### src/psf_pkg.sv
// ----------------------------------------------------------------------------
// psf_pkg
// Shared types and constants of the scanline span fill block.
// ----------------------------------------------------------------------------
`default_nettype none
package psf_pkg;

	localparam int XW = 12;
	localparam int YW = 9;
	localparam logic signed [XW-1:0] X_EMPTY_LEFT  = 12'sd2047;
	localparam logic signed [XW-1:0] X_EMPTY_RIGHT = -12'sd2048;

	localparam logic FUNC_LOAD = 1'b0;
	localparam logic FUNC_READ = 1'b1;

	typedef enum logic [3:0] {
		ST_IDLE,
		ST_CROSS,
		ST_CROSS2,
		ST_RANGE,
		ST_CLEAR,
		ST_EDGE,
		ST_DIV,
		ST_WALK_RD,
		ST_WALK_WR,
		ST_READ,
		ST_OUT
	} state_t;

	// controller to datapath
	typedef struct packed {
		logic load;        // store vertex on input beat
		logic close;       // latch close bookkeeping
		logic cross_a;     // form cross products
		logic cross_b;     // compare cross
		logic range_step;  // scan one corner for y range
		logic range_init;
		logic clear_step;  // clear one row
		logic edge_setup;  // load edge endpoints, start divider
		logic div_step;    // one quotient bit
		logic walk_rd;     // read row bounds
		logic walk_wr;     // merge and write back, step x
		logic horiz_next;  // second endpoint of horizontal edge
		logic finish;      // publish spans after the last edge
		logic read_rd;     // read span row
		logic read_out;    // emit result
		logic read_empty;  // emit empty answer
	} psf_cmd_t;

	// datapath to controller
	typedef struct packed {
		logic few;         // fewer than three corners
		logic cull;        // cross product positive
		logic range_done;
		logic clear_done;
		logic div_done;
		logic edge_horiz;
		logic horiz_second;
		logic walk_done;
		logic edges_done;
		logic spans_ready;
	} psf_sts_t;

endpackage
`default_nettype wire

### src/psf_ctrl.sv
// ----------------------------------------------------------------------------
// psf_ctrl
// Sequencer for load, close (cull, clear, edge walk) and span read.
// ----------------------------------------------------------------------------
`default_nettype none
module psf_ctrl (
	input  wire                     clk,
	input  wire                     arst_n,
	input  wire                     start,
	input  wire                     func,
	input  wire                     last_vertex,
	input  wire  psf_pkg::psf_sts_t sts,
	output psf_pkg::psf_cmd_t       cmd,
	output logic                    busy,
	output logic                    strobe
);
	import psf_pkg::*;

	state_t state_q, state_d;
	logic   empty_q, empty_d;

	// state register
	always_ff @(posedge clk or negedge arst_n) begin
		if (!arst_n) begin
			state_q <= ST_IDLE;
			empty_q <= 1'b0;
		end else begin
			state_q <= state_d;
			empty_q <= empty_d;
		end
	end

	// next state
	always_comb begin
		state_d = state_q;
		empty_d = empty_q;
		unique case (state_q)
			ST_IDLE: begin
				if (start) begin
					if (func == FUNC_READ) begin
						empty_d = !sts.spans_ready;
						state_d = sts.spans_ready ? ST_READ : ST_OUT;
					end else if (last_vertex) begin
						state_d = ST_CROSS;
					end
				end
			end
			ST_CROSS:   state_d = sts.few ? ST_IDLE : ST_CROSS2;
			ST_CROSS2:  state_d = sts.cull ? ST_IDLE : ST_RANGE;
			ST_RANGE:   state_d = sts.range_done ? ST_CLEAR : ST_RANGE;
			ST_CLEAR:   state_d = sts.clear_done ? ST_EDGE : ST_CLEAR;
			ST_EDGE:    state_d = sts.edges_done ? ST_IDLE : ST_DIV;
			ST_DIV:     state_d = (sts.edge_horiz || sts.div_done) ? ST_WALK_RD : ST_DIV;
			ST_WALK_RD: state_d = ST_WALK_WR;
			ST_WALK_WR: begin
				if (sts.edge_horiz) state_d = sts.horiz_second ? ST_EDGE : ST_WALK_RD;
				else state_d = sts.walk_done ? ST_EDGE : ST_WALK_RD;
			end
			ST_READ:    state_d = ST_OUT;
			ST_OUT:     state_d = ST_IDLE;
			default:    state_d = ST_IDLE;
		endcase
	end

	// outputs
	always_comb begin
		cmd = '0;
		busy = (state_q != ST_IDLE);
		strobe = 1'b0;
		unique case (state_q)
			ST_IDLE: begin
				cmd.load  = start && (func == FUNC_LOAD);
				cmd.close = start && (func == FUNC_LOAD) && last_vertex;
			end
			ST_CROSS:   cmd.cross_a = 1'b1;
			ST_CROSS2: begin
				cmd.cross_b    = 1'b1;
				cmd.range_init = 1'b1;
			end
			ST_RANGE:   cmd.range_step = 1'b1;
			ST_CLEAR:   cmd.clear_step = 1'b1;
			ST_EDGE: begin
				cmd.edge_setup = !sts.edges_done;
				cmd.finish     = sts.edges_done;
			end
			ST_DIV:     cmd.div_step = 1'b1;
			ST_WALK_RD: cmd.walk_rd = 1'b1;
			ST_WALK_WR: cmd.walk_wr = 1'b1;
			ST_READ:    cmd.read_rd = 1'b1;
			ST_OUT: begin
				cmd.read_out   = 1'b1;
				cmd.read_empty = empty_q;
				strobe         = 1'b1;
			end
			default: ;
		endcase
	end

`ifndef SYNTHESIS
	a_strobe_out: assert property (@(posedge clk) disable iff (!arst_n)
		strobe |-> state_q == ST_OUT)
		else $error("strobe outside output state");
	a_read_path: assert property (@(posedge clk) disable iff (!arst_n)
		(state_q == ST_READ) |=> (state_q == ST_OUT))
		else $error("span read did not reach output");
	a_idle_free: assert property (@(posedge clk) disable iff (!arst_n)
		(state_q == ST_IDLE) |-> !busy)
		else $error("busy while idle");
`endif
endmodule
`default_nettype wire

### config.mk
export PLATFORM = sky130hd
export DESIGN_NAME = psf_ctrl
export DESIGN_NICKNAME = d
export VERILOG_FILES = /design/src/psf_pkg.sv /design/src/psf_ctrl.sv
export SDC_FILE = /design/constraint.sdc
export NUM_CORES = 1
export LEC_CHECK = 0
export BUFFER_PORTS_ARGS = -buffer_cell sky130_fd_sc_hd__buf_2
export CAP_MARGIN = 5
export CORE_MARGIN = 1
export CORE_UTILIZATION = 25
export DETAILED_ROUTE_END_ITERATION = 7
export GPL_TIMING_DRIVEN = 1
export PLACE_DENSITY = 0.53
export SYNTH_ARGS = -nofsm -noshare
export SYNTH_HDL_FRONTEND = slang
export SYNTH_SLANG_ARGS = --single-unit
### constraint.sdc
create_clock -name clk -period 1.5 [get_ports clk]
set_input_delay 0.3 -clock clk [delete_from_list [all_inputs] [get_ports clk]]
set_output_delay 0.3 -clock clk [all_outputs]
set_load 0.05 [all_outputs]
==> results.sh <==
export IMPL_timing_critical_path_cells="nor4_4 -> nand2_2 -> nor3b_4 -> buf_6"
export IMPL_initial_core_util_pct=27.48
export IMPL_die_y_um=49.14
export IMPL_grt_pass1_vias=658
export IMPL_dp_hpwl_um=1255
export IMPL_worstSkewPairLatency_ps=250
export IMPL_rsz0062_at_grt="yes"
export IMPL_drtAntennaViolNets=0
export IMPL_fin_crit_ps=1816
export IMPL_drv_slew=0
export IMPL_crit_family="simple AND/OR/NAND/NOR gates"
export IMPL_dieWidth_um=49.14
export IMPL_syn_area_per_cell_um2=8.292
export IMPL_period_share_pct=121.0
export IMPL_path_clk_slew_ps=50
export IMPL_critical_path_slowest_cell="dfrtp_2"
export IMPL_ir_drop_v=0.001004
export IMPL_violations="negative setup slack"
export IMPL_via_per_inst=4.777
export IMPL_slowest_delay_ps=430
export IMPL_drt_iter0_drc=6
export IMPL_layout_commonest_cell="buf_6"
export IMPL_setup_violations=19
export IMPL_hold_viol=0
export IMPL_gp_congestion=0.7337
export IMPL_hp_class="primary input to async pin"
export IMPL_grt_ovfl_total=0
export IMPL_root_buffer="clkbuf_4"
export IMPL_syn_inst=67
export IMPL_antenna_found_initial=0
export IMPL_synth_nets=82
export IMPL_die_area_mm2=0.002415
export IMPL_power_mw=2.873
export IMPL_nets=137
export IMPL_grt_max_degree=9
export IMPL_clock_path_buffers=2
export IMPL_synth_seq_cells=5
export IMPL_skew_ps=9.901
export IMPL_crit_type="flop to output pin"
export IMPL_path_buf_inv=1
export IMPL_avgRoutedWirePerCell_um=14.30
export IMPL_power_density_mw_per_mm2=2206
export IMPL_cts_buffers=3
export IMPL_fmax_ghz=0.5508
export IMPL_netlist_area_um2=555.5
export IMPL_nFillCells=166
export IMPL_cp_arrival_ps=1520
export IMPL_portBuffers=31
export IMPL_start_kind="flop"
export IMPL_cp_required_ps=1200
export IMPL_wl_um=2116
export IMPL_drc=0
export IMPL_final_cell_mix="27 x buf_6, 14 x buf_2, 9 x buf_4"
export IMPL_grt_pass1_wl_um=2932
export IMPL_core_area_mm2=0.002022
export IMPL_dr_total_vias=707
export IMPL_drv_cap=0
export IMPL_layout_drive_gt1_share_pct=75.21
export IMPL_htreeDepth=1
export IMPL_hold_ws_ps=400.5
export IMPL_finalWorstSetupSlack_ps=-315.5
export IMPL_syn2layout_area_growth_pct=134.5
export IMPL_fp_row_count=16
export IMPL_yosysSeqAreaShare_pct=22.52
export IMPL_multiInputGateArea_um2=553.0
export IMPL_cp_max_fo=2
export IMPL_worstSetupEndpointType="output pin"
export IMPL_yosysUniqueCellTypes=36
export IMPL_cts_tree="built"
export IMPL_power_leakage_nw=0.5670
export IMPL_ys_warn_count=0
export IMPL_firstDrtPassIters=4
export IMPL_grt_use_total_pct=15.94
export IMPL_seq_area_um2=130.1
export IMPL_boundaryPins=33
export IMPL_diodes=0
export IMPL_run_status="complete, but fails checks"
export IMPL_clock_sinks=5
==> area by class of cell <==
cell class	instances	share of cell area [%]
Timing Repair Buffer	57	41.59
Inverter	4	1.345
Tap cell	27	2.594
Sequential cell	5	9.990
Multi-Input combinational cell	51	42.46
Clock buffer	4	2.017
==> metal layers <==
layer  GRT usage, %  part of all wire [%]  vias to the layer above  wire length (µm)
met5              0                     0                        -                 0
met2          26.03                    58                       17              1220
met3          5.919                   3.0                        0                64
li1               -                     -                      345                 -
met1          19.77                    39                      345               832
met4          3.431                     0                        0                 0
==> cell usage after synthesis, drive strengths merged <==
library cell | number | area, µm²
o21ba | 1 | 10.01
a21o | 1 | 7.510
nand3 | 3 | 15.01
nor4 | 1 | 21.27
o21ai | 3 | 18.76
nor2b | 2 | 12.51
a211o | 2 | 17.52
buf | 7 | 53.80
a2bb2oi | 1 | 8.760
a32oi | 1 | 8.760
nor2 | 6 | 22.52
o22ai | 1 | 6.260
dfrtp | 5 | 125.1
and2 | 1 | 6.260
conb | 1 | 3.750
mux2 | 2 | 22.52
nor3 | 6 | 30.03
nand2 | 3 | 11.26
o21a | 1 | 7.510
nand2b | 4 | 25.02
or3b | 1 | 8.760
inv | 4 | 15.01
a41oi | 2 | 25.03
nor3b | 2 | 15.01
nor4b | 1 | 15.01
o211ai | 1 | 7.510
nand3b | 1 | 7.510
mux2i | 2 | 20.02
a211oi | 1 | 7.510
==> flip-flops by register name (all words and copies together), names as in the netlist <==
name	flops
state_q	4
empty_q	1
==> power breakdown <==
group	switching [mW]	internal [mW]	leakage, nW	total [mW]
clock	0.0660	0.101	0.0150	0.167
combinational	1.25	1.16	0.494	2.41
sequential	0.0842	0.209	0.0580	0.293
total	1.40	1.47	0.567	2.87
==> cell families after synthesis <==
family,synth area share (%)
and+or+nand+nor,34.23
AOI/OAI and AO/OA,22.53
buffers and inverters,12.39
DFF,22.52
muxes,7.658
other,0.6750
==> final timing paths <==
kind	start	cells after the start	endpoint	slack [ps]
min reg2reg	empty_q	1	empty_q	550
max in group asynchronous	arst_n	2	state_q[1]	930
min in group clk	sts[0]	3	empty_q	430
min	arst_n	2	state_q[2]	400
max	state_q[0]	4	cmd[14]	-320
max reg2reg	state_q[0]	6	empty_q	-100
==> timing repair <==
action / CTS / global route
hold buffers: 1 / 0
hold endpoints to repair: 5 / 0
pin swaps: 10 / 10
endpoints found under the setup margin: 17 / 21
buffers inserted: 10 / 8
resized for setup: 57 / 16
==> worst register-to-register path, stage by stage (launching register included) <==
cell and delay [ps]:
dfrtp_2 430, nor4_4 310, buf_4 200, buf_6 90, buf_6 80, nand3_2 70
mux2_4 300
==> stage by stage <==
stage               instance area, µm²  worst slack [ps]  instances  util, %  TNS [ps]
finish                            1303            -315.5        148    64.42     -3003
global route                      1303            -383.9        148    64.42     -4003
CTS                               1216            -321.0        144    60.15     -2989
detailed placement               910.9            -137.9        130    45.05    -329.6
global placement                 910.9            -105.9        130    45.05    -284.0
floorplan                        700.7            -304.2         67        -     -1678
Note: power is estimated with default switching activity, not from simulation.
